### src/sv/dwd_pkg.sv
// Shared constants, types and calendar helper functions for the date/weekday block.
`timescale 1ns / 1ps
`default_nettype none

package dwd_pkg;

  // Field widths
  localparam int YEAR_W      = 14;
  localparam int MONTH_W     = 7;
  localparam int DAY_W       = 7;
  localparam int MCODE_W     = 4;
  localparam int CFG_MONTH_W = 4;
  localparam int CFG_DAY_W   = 5;
  localparam int STATUS_W    = 2;
  localparam int WDAY_W      = 3;
  localparam int DAYS_W      = 22;
  localparam int IN_TDATA_W  = 32;
  localparam int OUT_TDATA_W = 32;
  localparam int CFG_IDX_W   = 2;
  localparam int CFG_DATA_W  = 14;

  // Internal widths of the day-number datapath
  localparam int DN_W    = 23;  // day number on the shifted epoch
  localparam int YY_W    = 15;  // shifted year, up to 16383 + 400
  localparam int DOY_W   = 9;   // month offset plus day
  localparam int PROD_W  = 25;  // (year / 4) * reciprocal of 25
  localparam int Q_W     = 8;   // year / 100
  localparam int Y4_W    = 12;  // input year / 4
  localparam int MLEN_W  = 5;

  // Default depth of the queue between front and back
  localparam int QUEUE_DEPTH = 4;

  // Constants
  localparam logic [YEAR_W-1:0]    FIRST_YEAR    = 14'd1900;
  localparam logic [YY_W-1:0]      YEAR_SHIFT    = 15'd400;
  localparam logic [DN_W-1:0]      DAYS_PER_YEAR = 23'd365;
  localparam logic [PROD_W-1:0]    DIV25_MUL     = 25'd5243;
  localparam int                   DIV25_SHIFT   = 17;
  localparam logic [Y4_W-1:0]      DIV25_DIVISOR = 12'd25;
  // Day number of 1899-12-31, so that 1900-01-01 lands on weekday 1
  localparam logic [DN_W-1:0]      WDAY_BASE     = 23'd839998;
  localparam logic [DAYS_W-1:0]    DAYS_MAX      = 22'h3FFFFF;
  localparam logic [MONTH_W-1:0]   MONTH_MAX     = 7'd12;
  localparam logic [CFG_MONTH_W-1:0] CFG_MONTH_MAX = 4'd12;
  localparam logic [MCODE_W-1:0]   MONTH_FEB     = 4'd2;

  // Result status codes
  localparam logic [STATUS_W-1:0] STATUS_OK      = 2'd0;
  localparam logic [STATUS_W-1:0] STATUS_INVALID = 2'd1;
  localparam logic [STATUS_W-1:0] STATUS_FUTURE  = 2'd2;

  // Configuration register indexes
  localparam logic [CFG_IDX_W-1:0] CFG_TODAY_YEAR  = 2'd0;
  localparam logic [CFG_IDX_W-1:0] CFG_TODAY_MONTH = 2'd1;
  localparam logic [CFG_IDX_W-1:0] CFG_TODAY_DAY   = 2'd2;

  // Configuration reset values
  localparam logic [YEAR_W-1:0]      TODAY_YEAR_RST  = 14'd2021;
  localparam logic [CFG_MONTH_W-1:0] TODAY_MONTH_RST = 4'd3;
  localparam logic [CFG_DAY_W-1:0]   TODAY_DAY_RST   = 5'd9;

  // One classified date on its way from front to back
  typedef struct packed {
    logic            invalid;
    logic [DN_W-1:0] dn;
  } dwd_item_t;

  // Days before the first of a month in a year that starts in March.
  function automatic logic [DOY_W-1:0] month_offset(input logic [MCODE_W-1:0] m);
    logic [DOY_W-1:0] r;
    unique case (m)
      4'd1:    r = 9'd306;
      4'd2:    r = 9'd337;
      4'd3:    r = 9'd0;
      4'd4:    r = 9'd31;
      4'd5:    r = 9'd61;
      4'd6:    r = 9'd92;
      4'd7:    r = 9'd122;
      4'd8:    r = 9'd153;
      4'd9:    r = 9'd184;
      4'd10:   r = 9'd214;
      4'd11:   r = 9'd245;
      4'd12:   r = 9'd275;
      default: r = 9'd0;
    endcase
    return r;
  endfunction

  // Length of a month; zero for a code that is no month.
  function automatic logic [MLEN_W-1:0] month_days(input logic [MCODE_W-1:0] m,
                                                   input logic leap);
    logic [MLEN_W-1:0] r;
    unique case (m)
      4'd2:                            r = leap ? 5'd29 : 5'd28;
      4'd4, 4'd6, 4'd9, 4'd11:         r = 5'd30;
      4'd1, 4'd3, 4'd5, 4'd7, 4'd8,
      4'd10, 4'd12:                    r = 5'd31;
      default:                         r = 5'd0;
    endcase
    return r;
  endfunction

  // Remainder by seven: octal digits sum to the same residue since 8 = 1 mod 7.
  function automatic logic [WDAY_W-1:0] mod7(input logic [DN_W-1:0] x);
    logic [DN_W:0] xe;
    logic [5:0]    s1;
    logic [3:0]    s2;
    logic [2:0]    s3;
    xe = {1'b0, x};
    s1 = '0;
    for (int i = 0; i < (DN_W + 1) / 3; i++) begin
      s1 = s1 + 6'(xe[3*i +: 3]);
    end
    s2 = 4'(s1[5:3]) + 4'(s1[2:0]);
    s3 = {2'b00, s2[3]} + s2[2:0];
    return (s3 == 3'd7) ? 3'd0 : s3;
  endfunction

endpackage

`default_nettype wire

### src/sv/dwd_daynum.sv
// Three-stage pipeline that turns a calendar date into a linear day number.
`timescale 1ns / 1ps
`default_nettype none

module dwd_daynum (
  input  wire logic                         clk,
  input  wire logic                         en,
  input  wire logic [dwd_pkg::YEAR_W-1:0]  year,
  input  wire logic [dwd_pkg::MCODE_W-1:0] month,
  input  wire logic [dwd_pkg::DAY_W-1:0]   day,
  output logic      [dwd_pkg::DN_W-1:0]    dn
);

  logic [dwd_pkg::YY_W-1:0]   yy_a;
  logic [dwd_pkg::DOY_W-1:0]  doy_a;
  logic [dwd_pkg::DN_W-1:0]   base_b;
  logic [dwd_pkg::PROD_W-1:0] pq_b;
  logic [dwd_pkg::YY_W-3:0]   yy4_b;
  logic [dwd_pkg::DOY_W-1:0]  doy_b;
  logic [dwd_pkg::Q_W-1:0]    q100;
  logic [dwd_pkg::Q_W-3:0]    q400;
  logic                       early;

  // January and February count as months of the previous year.
  assign early = (month <= dwd_pkg::MONTH_FEB);

  // Stage A: shifted year and day within the March-based year.
  always_ff @(posedge clk) begin
    if (en) begin
      yy_a  <= dwd_pkg::YY_W'(year) + dwd_pkg::YEAR_SHIFT - dwd_pkg::YY_W'(early);
      doy_a <= dwd_pkg::month_offset(month) + dwd_pkg::DOY_W'(day);
    end
  end

  // Stage B: days of whole years and the product for the division by 100.
  always_ff @(posedge clk) begin
    if (en) begin
      base_b <= dwd_pkg::DN_W'(yy_a) * dwd_pkg::DAYS_PER_YEAR;
      pq_b   <= dwd_pkg::PROD_W'(yy_a[dwd_pkg::YY_W-1:2]) * dwd_pkg::DIV25_MUL;
      yy4_b  <= yy_a[dwd_pkg::YY_W-1:2];
      doy_b  <= doy_a;
    end
  end

  // Stage C: add the leap-day corrections.
  assign q100 = pq_b[dwd_pkg::PROD_W-1:dwd_pkg::DIV25_SHIFT];
  assign q400 = q100[dwd_pkg::Q_W-1:2];

  always_ff @(posedge clk) begin
    if (en) begin
      dn <= base_b + dwd_pkg::DN_W'(yy4_b) - dwd_pkg::DN_W'(q100)
            + dwd_pkg::DN_W'(q400) + dwd_pkg::DN_W'(doy_b);
    end
  end

endmodule

`default_nettype wire

### src/sv/dwd_front.sv
// Front end: accepts dates, checks them and computes their day numbers.
`timescale 1ns / 1ps
`default_nettype none

module dwd_front (
  input  wire logic                            clk,
  input  wire logic                            rst,
  input  wire logic                            s_tvalid,
  output logic                                 s_tready,
  // s_tdata: birth_year [13:0], birth_month [20:14], birth_day [27:21], zero fill
  input  wire logic [dwd_pkg::IN_TDATA_W-1:0] s_tdata,
  output logic                                 item_valid,
  input  wire logic                            item_ready,
  output dwd_pkg::dwd_item_t                   item
);

  logic [dwd_pkg::YEAR_W-1:0]  in_year;
  logic [dwd_pkg::MONTH_W-1:0] in_month;
  logic [dwd_pkg::DAY_W-1:0]   in_day;
  logic                        en;

  logic                        va, vb, vc;
  logic [dwd_pkg::Y4_W-1:0]    y4_a;
  logic [1:0]                  ylo_a;
  logic [dwd_pkg::PROD_W-1:0]  pl_a;
  logic                        ybad_a;
  logic [dwd_pkg::MONTH_W-1:0] month_a;
  logic [dwd_pkg::DAY_W-1:0]   day_a;
  logic                        invalid_b, invalid_c;

  logic [dwd_pkg::Q_W-1:0]     q25;
  logic [dwd_pkg::Y4_W-1:0]    rem25;
  logic                        div100, leap, mbad, dbad;
  logic [dwd_pkg::MLEN_W-1:0]  mlen;
  logic [dwd_pkg::DN_W-1:0]    dn;

  assign in_year  = s_tdata[13:0];
  assign in_month = s_tdata[20:14];
  assign in_day   = s_tdata[27:21];

  // The whole front advances together; it holds only while its last item waits.
  assign en       = !vc || item_ready;
  assign s_tready = en;

  always_ff @(posedge clk) begin
    if (rst) begin
      va <= 1'b0;
      vb <= 1'b0;
      vc <= 1'b0;
    end else if (en) begin
      va <= s_tvalid;
      vb <= va;
      vc <= vb;
    end
  end

  // Stage A: register the date and start the division of the year by 100.
  always_ff @(posedge clk) begin
    if (en) begin
      y4_a    <= in_year[dwd_pkg::YEAR_W-1:2];
      ylo_a   <= in_year[1:0];
      pl_a    <= dwd_pkg::PROD_W'(in_year[dwd_pkg::YEAR_W-1:2]) * dwd_pkg::DIV25_MUL;
      ybad_a  <= (in_year < dwd_pkg::FIRST_YEAR);
      month_a <= in_month;
      day_a   <= in_day;
    end
  end

  // Stage B: leap rule and range checks of month and day.
  assign q25    = pl_a[dwd_pkg::PROD_W-1:dwd_pkg::DIV25_SHIFT];
  assign rem25  = y4_a - dwd_pkg::Y4_W'(q25) * dwd_pkg::DIV25_DIVISOR;
  assign div100 = (ylo_a == 2'd0) && (rem25 == '0);
  assign leap   = (ylo_a == 2'd0) && (!div100 || (q25[1:0] == 2'd0));
  assign mbad   = (month_a == '0) || (month_a > dwd_pkg::MONTH_MAX);
  assign mlen   = dwd_pkg::month_days(month_a[dwd_pkg::MCODE_W-1:0], leap);
  assign dbad   = (day_a == '0) || (day_a > dwd_pkg::DAY_W'(mlen));

  always_ff @(posedge clk) begin
    if (en) begin
      invalid_b <= ybad_a || mbad || dbad;
      invalid_c <= invalid_b;
    end
  end

  // Day number runs alongside the checks with the same depth.
  dwd_daynum u_daynum (
    .clk   (clk),
    .en    (en),
    .year  (in_year),
    .month (in_month[dwd_pkg::MCODE_W-1:0]),
    .day   (in_day),
    .dn    (dn)
  );

  assign item_valid   = vc;
  assign item.invalid = invalid_c;
  assign item.dn      = dn;

endmodule

`default_nettype wire

### src/sv/dwd_queue.sv
// Small register-based queue between the front and the back.
`timescale 1ns / 1ps
`default_nettype none

module dwd_queue #(
  parameter int DEPTH = dwd_pkg::QUEUE_DEPTH
) (
  input  wire logic          clk,
  input  wire logic          rst,
  input  wire logic          in_valid,
  output logic               in_ready,
  input  wire dwd_pkg::dwd_item_t in_item,
  output logic               out_valid,
  input  wire logic          out_ready,
  output dwd_pkg::dwd_item_t out_item
);

  localparam int PTR_W = $clog2(DEPTH);
  localparam int CNT_W = $clog2(DEPTH + 1);
  localparam logic [PTR_W-1:0] PTR_LAST = PTR_W'(DEPTH - 1);
  localparam logic [CNT_W-1:0] CNT_FULL = CNT_W'(DEPTH);

  dwd_pkg::dwd_item_t mem [DEPTH];
  logic [PTR_W-1:0] wr_ptr, rd_ptr;
  logic [CNT_W-1:0] count;
  logic             push, pop;

  assign in_ready  = (count != CNT_FULL);
  assign out_valid = (count != '0);
  assign push      = in_valid && in_ready;
  assign pop       = out_valid && out_ready;
  assign out_item  = mem[rd_ptr];

  // Entry storage.
  always_ff @(posedge clk) begin
    if (push) begin
      mem[wr_ptr] <= in_item;
    end
  end

  // Pointers and fill count.
  always_ff @(posedge clk) begin
    if (rst) begin
      wr_ptr <= '0;
      rd_ptr <= '0;
      count  <= '0;
    end else begin
      if (push) begin
        wr_ptr <= (wr_ptr == PTR_LAST) ? '0 : wr_ptr + 1'b1;
      end
      if (pop) begin
        rd_ptr <= (rd_ptr == PTR_LAST) ? '0 : rd_ptr + 1'b1;
      end
      if (push && !pop) begin
        count <= count + 1'b1;
      end else if (pop && !push) begin
        count <= count - 1'b1;
      end
    end
  end

endmodule

`default_nettype wire

### src/sv/dwd_back.sv
// Back end: compares against the reference day number and forms the result.
`timescale 1ns / 1ps
`default_nettype none

module dwd_back (
  input  wire logic                             clk,
  input  wire logic                             rst,
  input  wire logic                             item_valid,
  output logic                                  item_ready,
  input  wire dwd_pkg::dwd_item_t               item,
  input  wire logic [dwd_pkg::DN_W-1:0]        ref_dn,
  output logic                                  m_tvalid,
  input  wire logic                             m_tready,
  // m_tdata: status [1:0], weekday [4:2], days_past [26:5], zero fill
  output logic      [dwd_pkg::OUT_TDATA_W-1:0] m_tdata
);

  logic                          future;
  logic [dwd_pkg::DN_W-1:0]      diff;
  logic [dwd_pkg::STATUS_W-1:0]  status_next;
  logic [dwd_pkg::WDAY_W-1:0]    wday_next;
  logic [dwd_pkg::DAYS_W-1:0]    days_next;
  logic [dwd_pkg::STATUS_W-1:0]  status;
  logic [dwd_pkg::WDAY_W-1:0]    wday;
  logic [dwd_pkg::DAYS_W-1:0]    days;
  logic                          load;

  // Result of the item at the head of the queue.
  assign future = (item.dn > ref_dn);
  assign diff   = ref_dn - item.dn;

  always_comb begin
    status_next = dwd_pkg::STATUS_OK;
    wday_next   = '0;
    days_next   = '0;
    if (item.invalid) begin
      status_next = dwd_pkg::STATUS_INVALID;
    end else if (future) begin
      status_next = dwd_pkg::STATUS_FUTURE;
    end else begin
      wday_next = dwd_pkg::mod7(item.dn - dwd_pkg::WDAY_BASE);
      days_next = (diff > dwd_pkg::DN_W'(dwd_pkg::DAYS_MAX)) ? dwd_pkg::DAYS_MAX
                                                            : diff[dwd_pkg::DAYS_W-1:0];
    end
  end

  // Output register; refilled in the same cycle its transfer completes.
  assign item_ready = !m_tvalid || m_tready;
  assign load       = item_valid && item_ready;

  always_ff @(posedge clk) begin
    if (rst) begin
      m_tvalid <= 1'b0;
    end else if (item_ready) begin
      m_tvalid <= item_valid;
    end
  end

  always_ff @(posedge clk) begin
    if (load) begin
      status <= status_next;
      wday   <= wday_next;
      days   <= days_next;
    end
  end

  assign m_tdata = {5'd0, days, wday, status};

endmodule

`default_nettype wire

### src/sv/date_weekday_and_day_difference.sv
// A date accepted at the input fills the first of three front stages, then moves through the
// other two, the queue and the output register.
// Throughput: one date per cycle; the output register and a small queue decouple
// the input from stalls on the output side, so input stalls only when both are full.
// Reference registers reset to 2021-03-09; a new reference date is in effect for
// dates accepted from the cycle after its write. Reset is synchronous, active high.
`timescale 1ns / 1ps
`default_nettype none

module date_weekday_and_day_difference #(
  parameter int QUEUE_DEPTH = dwd_pkg::QUEUE_DEPTH
) (
  input  wire logic                             clk,
  input  wire logic                             rst,
  input  wire logic                             s_tvalid,
  output logic                                  s_tready,
  // s_tdata: birth_year [13:0], birth_month [20:14], birth_day [27:21], zero fill
  input  wire logic [dwd_pkg::IN_TDATA_W-1:0]  s_tdata,
  output logic                                  m_tvalid,
  input  wire logic                             m_tready,
  // m_tdata: status [1:0], weekday [4:2], days_past [26:5], zero fill
  output logic      [dwd_pkg::OUT_TDATA_W-1:0] m_tdata,
  input  wire logic                             cfg_we,
  input  wire logic [dwd_pkg::CFG_IDX_W-1:0]   cfg_index,
  input  wire logic [dwd_pkg::CFG_DATA_W-1:0]  cfg_data
);

  logic [dwd_pkg::YEAR_W-1:0]      today_year;
  logic [dwd_pkg::CFG_MONTH_W-1:0] today_month;
  logic [dwd_pkg::CFG_DAY_W-1:0]   today_day;
  logic [dwd_pkg::MCODE_W-1:0]     ref_month;
  logic [dwd_pkg::DN_W-1:0]        ref_dn;

  logic               f_valid, f_ready, b_valid, b_ready;
  dwd_pkg::dwd_item_t f_item, b_item;

  // Reference date registers.
  always_ff @(posedge clk) begin
    if (rst) begin
      today_year  <= dwd_pkg::TODAY_YEAR_RST;
      today_month <= dwd_pkg::TODAY_MONTH_RST;
      today_day   <= dwd_pkg::TODAY_DAY_RST;
    end else if (cfg_we) begin
      unique case (cfg_index)
        dwd_pkg::CFG_TODAY_YEAR:  today_year  <= cfg_data;
        dwd_pkg::CFG_TODAY_MONTH: today_month <= cfg_data[dwd_pkg::CFG_MONTH_W-1:0];
        dwd_pkg::CFG_TODAY_DAY:   today_day   <= cfg_data[dwd_pkg::CFG_DAY_W-1:0];
        default: ;
      endcase
    end
  end

  // Out-of-range reference months clamp to January or December.
  always_comb begin
    if (today_month == '0) begin
      ref_month = dwd_pkg::MCODE_W'(1);
    end else if (today_month > dwd_pkg::CFG_MONTH_MAX) begin
      ref_month = dwd_pkg::CFG_MONTH_MAX;
    end else begin
      ref_month = today_month;
    end
  end

  // Reference day number, recomputed continuously.
  dwd_daynum u_ref_daynum (
    .clk   (clk),
    .en    (1'b1),
    .year  (today_year),
    .month (ref_month),
    .day   (dwd_pkg::DAY_W'(today_day)),
    .dn    (ref_dn)
  );

  dwd_front u_front (
    .clk        (clk),
    .rst        (rst),
    .s_tvalid   (s_tvalid),
    .s_tready   (s_tready),
    .s_tdata    (s_tdata),
    .item_valid (f_valid),
    .item_ready (f_ready),
    .item       (f_item)
  );

  dwd_queue #(
    .DEPTH (QUEUE_DEPTH)
  ) u_queue (
    .clk       (clk),
    .rst       (rst),
    .in_valid  (f_valid),
    .in_ready  (f_ready),
    .in_item   (f_item),
    .out_valid (b_valid),
    .out_ready (b_ready),
    .out_item  (b_item)
  );

  dwd_back u_back (
    .clk        (clk),
    .rst        (rst),
    .item_valid (b_valid),
    .item_ready (b_ready),
    .item       (b_item),
    .ref_dn     (ref_dn),
    .m_tvalid   (m_tvalid),
    .m_tready   (m_tready),
    .m_tdata    (m_tdata)
  );

endmodule

`default_nettype wire

### config.mk
export PLATFORM = sky130hd
export DESIGN_NAME = date_weekday_and_day_difference
export DESIGN_NICKNAME = d
export VERILOG_FILES = /design/src/sv/dwd_pkg.sv /design/src/sv/dwd_daynum.sv /design/src/sv/dwd_front.sv /design/src/sv/dwd_queue.sv /design/src/sv/dwd_back.sv /design/src/sv/date_weekday_and_day_difference.sv
export SDC_FILE = /design/constraint.sdc
export NUM_CORES = 2
export LEC_CHECK = 0
export ABC_AREA = 1
export BUFFER_PORTS_ARGS = -buffer_cell sky130_fd_sc_hd__buf_2
export CAP_MARGIN = 20
export CORE_ASPECT_RATIO = 0.75
export CORE_UTILIZATION = 65
export DETAILED_ROUTE_END_ITERATION = 12
export GPL_TIMING_DRIVEN = 0
export MAX_ROUTING_LAYER = met4
export PLACE_DENSITY_LB_ADDON = 0.1
export SETUP_SLACK_MARGIN = 0.05
export SLEW_MARGIN = 25
export SYNTH_ARGS = -nofsm -noshare
export SYNTH_HDL_FRONTEND = slang
export SYNTH_SLANG_ARGS = --single-unit
### constraint.sdc
create_clock -name clk -period 8.2 [get_ports clk]
set_input_delay 1.64 -clock clk [delete_from_list [all_inputs] [get_ports clk]]
set_output_delay 1.64 -clock clk [all_outputs]
set_load 0.01 [all_outputs]
# Word level (Yosys, flattened, before mapping)
# Memories as Yosys holds them, arrays and structs flattened. A register that Yosys moved wholly into a read port is not among the register bits.
# Cells that the tools add are included.
dict set report word_totals {
  rom_bits 288
  elab_cells 149
  out_inout_bits 34
  input_bits 53
  ramBits 96
  latchBits 0
  memories 3
  ff_bits 351
}
# name depth word_bits read_ports rd_ports_with_merged_regs write_ports line
set memory_table {}
lappend memory_table {{(no name shown)} 16 9 1 0 0 dwd_pkg.sv:72} ;# unique case (m)
lappend memory_table {{(no name shown)} 16 9 1 0 0 dwd_pkg.sv:72}
lappend memory_table {u_queue.mem 4 24 1 1 1 dwd_queue.sv:23} ;# dwd_pkg::dwd_item_t mem [DEPTH];
dict set report op_classes {
  n_mux 15
  n_shift 0
  bitwise 0
  div 0
  eq_ne 18
  n_addsub 30
  reduce_logical 34
  n_lt_le_gt_ge 8
  mul 6
}
# op count
set op_table {}
lappend op_table {{multiplier 13 x 13 -> 25 bit (second input constant)} 2}
lappend op_table {{adder 23 x 13 -> 23 bit} 2}
lappend op_table {{adder 23 x 6 -> 23 bit} 2}
lappend op_table {{adder 23 x 9 -> 23 bit} 2}
lappend op_table {{multiplier 15 x 9 -> 23 bit (second input constant)} 2}
lappend op_table {{subtractor 23 x 8 -> 23 bit} 2}
lappend op_table {{adder 14 x 9 -> 15 bit (second input constant)} 2}
lappend op_table {{adder 6 x 3 -> 6 bit} 5}
lappend op_table {{subtractor 15 x 1 -> 15 bit} 2}
lappend op_table {{multiplier 12 x 13 -> 25 bit (second input constant)} 1}
lappend op_table {{> comparator 23 x 22 -> 1 bit (second input constant)} 1}
lappend op_table {{> comparator 23 bit} 1}
lappend op_table {{subtractor 23 x 20 -> 23 bit (second input constant)} 1}
lappend op_table {{subtractor 23 bit} 1}
lappend op_table {{two-way mux 22 bit} 1}
lappend op_table {{== test 4 bit (second input constant)} 5}
lappend op_table {{== test 4 x 3 -> 1 bit (second input constant)} 4}
lappend op_table {{case mux 5 bit (3 select lines)} 1}
lappend op_table {{logical NOT 7 bit} 2}
lappend op_table {{< comparator 14 x 11 -> 1 bit (second input constant)} 1}
lappend op_table {{logical NOT 12 bit} 1}
lappend op_table {{multiplier 8 x 5 -> 12 bit (second input constant)} 1}
lappend op_table {{subtractor 12 bit} 1}
lappend op_table {{two-way mux 2 bit} 5}
lappend op_table {{34 further kinds} 63}

# Depth between registers and ports, before layout
dict set report depth {
  word_depth 12
  mapped_depth 33
  ltp_nobuf 32
}

# Hierarchy
# Synthesis repeated with hierarchy kept, for this count alone.
dict set report hier_totals {
  hier_cells 4560
  area_unflattened_um2 40475.1
}
# mod n_inst cells_each seq_area_each_um2 area_each_um2
set by_module_without_submodules {}
lappend by_module_without_submodules {{dwd_daynum at u_front.u_daynum} 1 1379 3002.9 12477.0}
lappend by_module_without_submodules {{dwd_daynum at u_ref_daynum} 1 1375 3002.9 12374.4}
lappend by_module_without_submodules {dwd_front 1 695 1231.2 5977.0}
lappend by_module_without_submodules {dwd_back 1 675 830.8 4464.3}
lappend by_module_without_submodules {dwd_queue 1 301 3062.9 4222.8}
lappend by_module_without_submodules {date_weekday_and_day_difference 1 135 460.4 959.7}

# Worst setup path before layout
# Ideal clock, no wire load.
dict set report synth_path {
  path_kind {register -> register}
  from {register with a tool-made name}
  to {register u_back.wday[0] (netlist name) (data pin)}
  synth_period_minus_slack_ns 6.072
  t_required_ns 7.946
  setup_ns 0.254
  arrival_ns 5.818
  n_path_buf 2
  path_stages_with_launch 26
  slack_ns 2.128
  cell_sequence {dfxtp_1 -> buf_6 -> buf_2 -> o21ai_0 -> nand2_1 -> ha_1 -> xor2_1 -> inv_1 -> ha_1 -> inv_1 -> fa_1 -> inv_1 -> fa_1 -> fa_1 -> fa_1 -> ha_1 -> fa_1 -> xor2_1 -> ha_1 -> fa_1 -> ha_1 -> xor2_1 -> xor2_1 -> nand3_1 -> nand3_1 -> nor2_1}
}
# item line
set synth_lines {}
lappend synth_lines {{to (signal assigned)} dwd_back.sv:62} ;# wday <= wday_next;
lappend synth_lines {{to (decl)} dwd_back.sv:24} ;# logic [dwd_pkg::WDAY_W-1:0] wday;

==> impl_metrics.csv <==
group,metric,value,unit
drt,detail_route.wirelength,85600,um
cts,cts.root.buffer_cell,"sky130_fd_sc_hd__clkbuf_16",
drt,num_vias,27800,
cts,cts-htree-levels,2,
final_layout,area_growth_syn_to_layout,8.07,%
place,dp_hpwl,70600,um
grt,vias_in_the_first_global_route,27500,
worst_setup_path,timing.critical_path.from_type,"register",
sta,worst_slack,1490,ps
final_layout,mostFrequentLayoutCell,"sky130_fd_sc_hd__inv_1",
grt,groute.layer.met3.usage,5.03,%
final_layout,most_frequent_cells_in_the_layout,"894 x sky130_fd_sc_hd__inv_1, 666 x sky130_fd_sc_hd__nand2_1, 574 x sky130_fd_sc_hd__ha_1",
sta,slew_violations,0,
sta,period_share,81.8,%
worst_setup_path,cp_top_family,"adder cells",
place,dp_slack,1510,ps
cts,cts_inserted_buffers,43,
worst_setup_path,crit_path_frequent_cell,"sky130_fd_sc_hd__fa_1",
yosys,ys_types,54,
final_layout,share_of_layout_cells_above_drive_strength_1,5.70,%
floorplan,initial_core_util,66.4,%
run_status,outcome,"completed",
sta,worst-slew-pin-transition,888,ps
place,place_congestion,1.01,
yosys,synth-edff-count,262,
cts,max-clock-path-buffers,3,
sta,final_hold_viol_count,0,
floorplan,chip_height,210,um
floorplan,design.core.area,56400,sq um
floorplan,io-pin-count,87,
drt,route.detailed.wl_per_inst,16.9,um
grt,gr-usage-met2,46.5,%
worst_setup_path,path_class,"register to register",
final_layout,multi_input_gate_area,23300,sq um
hold_path,beginning_of_the_worst_hold_path,"u_ref_daynum.doy_a[1]",
yosys,synthesized_cell_area,37400,sq um
sta,clock-skew-final,23.3,ps
yosys,postSynthRegisterBits,398,
sta,max_clock_freq,149,MHz
job,maxCapViolations,0,
grt,largest_net_degree_at_the_start_of_global_routing,50,
yosys,synth-main-ff-cell,"sky130_fd_sc_hd__edfxtp_1",
grt,globalRouteTotalUtil,31.2,%
floorplan,fp.dieW,279,um
grt,grt_pass1_wl,141000,um
final_layout,layout.area.seq,10600,sq um
drt,initialDrtViolationCount,2278,
sta,setup_viol,0,
grt,global_route.usage.met1,45.2,%
yosys,synthDominantAreaCellType,"sky130_fd_sc_hd__edfxtp_1",
worst_setup_path,reg2regPathDepth,25,
worst_setup_path,cp-end-kind,"register",
worst_setup_path,cp.arrival,7030,ps
cts,post_cts_resized,0,
worst_setup_path,critical_path_peak_fanout,10,
cts,tritoncts,"yes",
drt,post_drt_via_cell_ratio,5.47,
final_layout,nFillCells,4392,
drt,drt_first_pass_iters,6,
cts,clk_pin_slew_worst_paths,60,ps
cts,worstSkewPairLatency,580,ps
cts,numClockSinks,398,
cts,cts_hold_buf,0,
grt,globalRouteOverflowTotal,0,
worst_setup_path,worstSetupPathDepth,25,
worst_setup_path,cp_data_required_time,8520,ps
sta,timing.max_slew.rel_slack,40.4,%
worst_setup_path,crit_buf_inv,5,
yosys,synthesis.area_per_instance,9.06,sq um
floorplan,die_area,58600,sq um
worst_setup_path,timing.reg2reg.setup_slack,1490,ps
place,portBuffers,77,
grt,global_route.peak_usage_layer,"met2",
yosys,cells_after_synth,4132,
grt,grt_antenna_before_repair,5,
yosys,post-synth-top-area-fraction,21.0,%
yosys,synthesis.yosys.warnings,0,
drt,remaining_number_of_nets_flagged_by_the_antenna_check_after_routing,0,
sta,period_needed,6710,ps
worst_setup_path,crit_slowest_cell,"sky130_fd_sc_hd__fa_1",
final_layout,number_of_nets_in_the_layout,5221,
sta,rsz0062_at_grt,"no",
floorplan,core.rowCount,75,
drt,route.detailed.drc,0,
yosys,yosysSeqAreaShare,28.3,%
worst_setup_path,delay_contributed_by_the_slowest_stage_of_the_critical_path,520,ps
yosys,ys_async_sr_fraction,0,%
hold_path,hp-class,"register to register",
yosys,synthTopCellsByArea,"sky130_fd_sc_hd__edfxtp_1 21%, sky130_fd_sc_hd__ha_1 19%, sky130_fd_sc_hd__fa_1 18%, sky130_fd_sc_hd__inv_1 9.0%, sky130_fd_sc_hd__dfxtp_1 7.3%",
worst_setup_path,critical_path.reg2reg.endpoint,"u_back.wday[1]",
cts,postCtsSetupRepairBufs,0,
worst_setup_path,worst_setup_path_endpoint,"u_back.wday[1]",
## layer usage
layer  vias to the layer above  part of all wire [%]
met3                       121                   7.9
li1                      13600                     -
met2                       914                    43
met1                     13100                    47
met5                         -                     0
met4                         0                   1.8
## cells by family after synthesis
logic type,count (synthesis),synth area share [%]
adder cells (fa/ha/maj),902,36.7
flip-flops,398,28.3
AND/OR/NAND/NOR,1211,13.8
buffers and inverters,932,9.60
XOR/XNOR,165,3.86
AO/OA/AOI/OAI,523,7.75
other,1,0.0100
## sequential cells by signal (all words and copies together) (netlist names), 11 cells and up, named ones only
register / count
u_queue.mem: 96
u_front.y4_a: 11
u_front.u_daynum.dn: 23
today_year: 14
u_ref_daynum.yy_a: 15
u_back.days: 22
u_front.u_daynum.yy4_b: 12
u_ref_daynum.base_b: 23
u_front.u_daynum.yy_a: 15
u_ref_daynum.yy4_b: 12
u_ref_daynum.dn: 23
u_front.u_daynum.base_b: 23
## cell type report
| cell class | instances | share of cell area, % |
|---|---|---|
| clock inverters | 27 | 0.578 |
| repair buffers | 85 | 1.44 |
| plain buffers | 29 | 0.501 |
| clock buffers | 51 | 2.86 |
| flip-flops and latches | 398 | 26.2 |
| diodes | 6 | 0.0371 |
| multi-input cells | 2806 | 57.6 |
| inverters | 903 | 8.38 |
| well taps | 770 | 2.38 |
## worst min path at each step
stage | slack [ps] | depth (start not counted) | to
global placement | 310 | 0 | u_ref_daynum.doy_b[4]
global route | 320 | 0 | u_ref_daynum.doy_b[1]
floorplan | 310 | 0 | u_ref_daynum.doy_b[0]
detailed placement | 310 | 0 | u_ref_daynum.doy_b[2]
finish | 320 | 0 | u_ref_daynum.doy_b[1]
CTS | 320 | 0 | u_ref_daynum.doy_b[1]
## synth_stat cells (5+ instances only)
| cell type | n |
|---|---|
| sky130_fd_sc_hd__o211ai_1 | 17 |
| sky130_fd_sc_hd__a211oi_1 | 5 |
| sky130_fd_sc_hd__buf_2 | 9 |
| sky130_fd_sc_hd__nand2_1 | 666 |
| sky130_fd_sc_hd__buf_4 | 8 |
| sky130_fd_sc_hd__o22ai_1 | 9 |
| sky130_fd_sc_hd__o21bai_1 | 17 |
| sky130_fd_sc_hd__a21oi_2 | 8 |
| sky130_fd_sc_hd__o21a_1 | 5 |
| sky130_fd_sc_hd__o21ai_0 | 140 |
| sky130_fd_sc_hd__nor2_1 | 209 |
| sky130_fd_sc_hd__dfxtp_1 | 136 |
| sky130_fd_sc_hd__or2_2 | 5 |
| sky130_fd_sc_hd__clkbuf_1 | 5 |
| sky130_fd_sc_hd__nor4_1 | 13 |
| sky130_fd_sc_hd__buf_6 | 7 |
| sky130_fd_sc_hd__ha_1 | 574 |
| sky130_fd_sc_hd__a31oi_1 | 8 |
| sky130_fd_sc_hd__edfxtp_1 | 262 |
| sky130_fd_sc_hd__inv_1 | 894 |
| sky130_fd_sc_hd__a21o_1 | 17 |
| sky130_fd_sc_hd__nand3_1 | 177 |
| sky130_fd_sc_hd__inv_2 | 7 |
| sky130_fd_sc_hd__xor2_1 | 122 |
| sky130_fd_sc_hd__nand2_2 | 26 |
| sky130_fd_sc_hd__o31ai_1 | 9 |
| sky130_fd_sc_hd__fa_1 | 328 |
| sky130_fd_sc_hd__nand3b_1 | 6 |
| sky130_fd_sc_hd__nor2_2 | 6 |
| sky130_fd_sc_hd__a21oi_1 | 267 |
| sky130_fd_sc_hd__and2_1 | 6 |
| sky130_fd_sc_hd__nor3_1 | 38 |
| sky130_fd_sc_hd__nand4_1 | 50 |
| sky130_fd_sc_hd__xnor2_1 | 43 |
## worst reg2reg max path: cells and delay by family, from the launching register on
kind                       cells  cell delay, ps
AOI/OAI and AO/OA              1             200
xor gates and xnor gates       4             770
adders and majority gates     11            4020
buffers and inverters          5             500
DFF                            1             430
and+or+nand+nor                4             550
## per-stage QoR
step,cell area [sq um],setup TNS [ps],utilization (%),hold slack (ps),cells
global route,40500,0,71.7,321,5072
global placement,38800,-33.0,68.8,310,4983
finish,40500,0,71.8,322,5075
detailed placement,39100,0,69.3,313,4991
floorplan,37500,0,-,310,4136
CTS,40500,0,71.7,322,5069
Power is left out: the tool's default activity adds up to more than one toggle a clock period on the data nets, which glitch-free logic cannot reach.
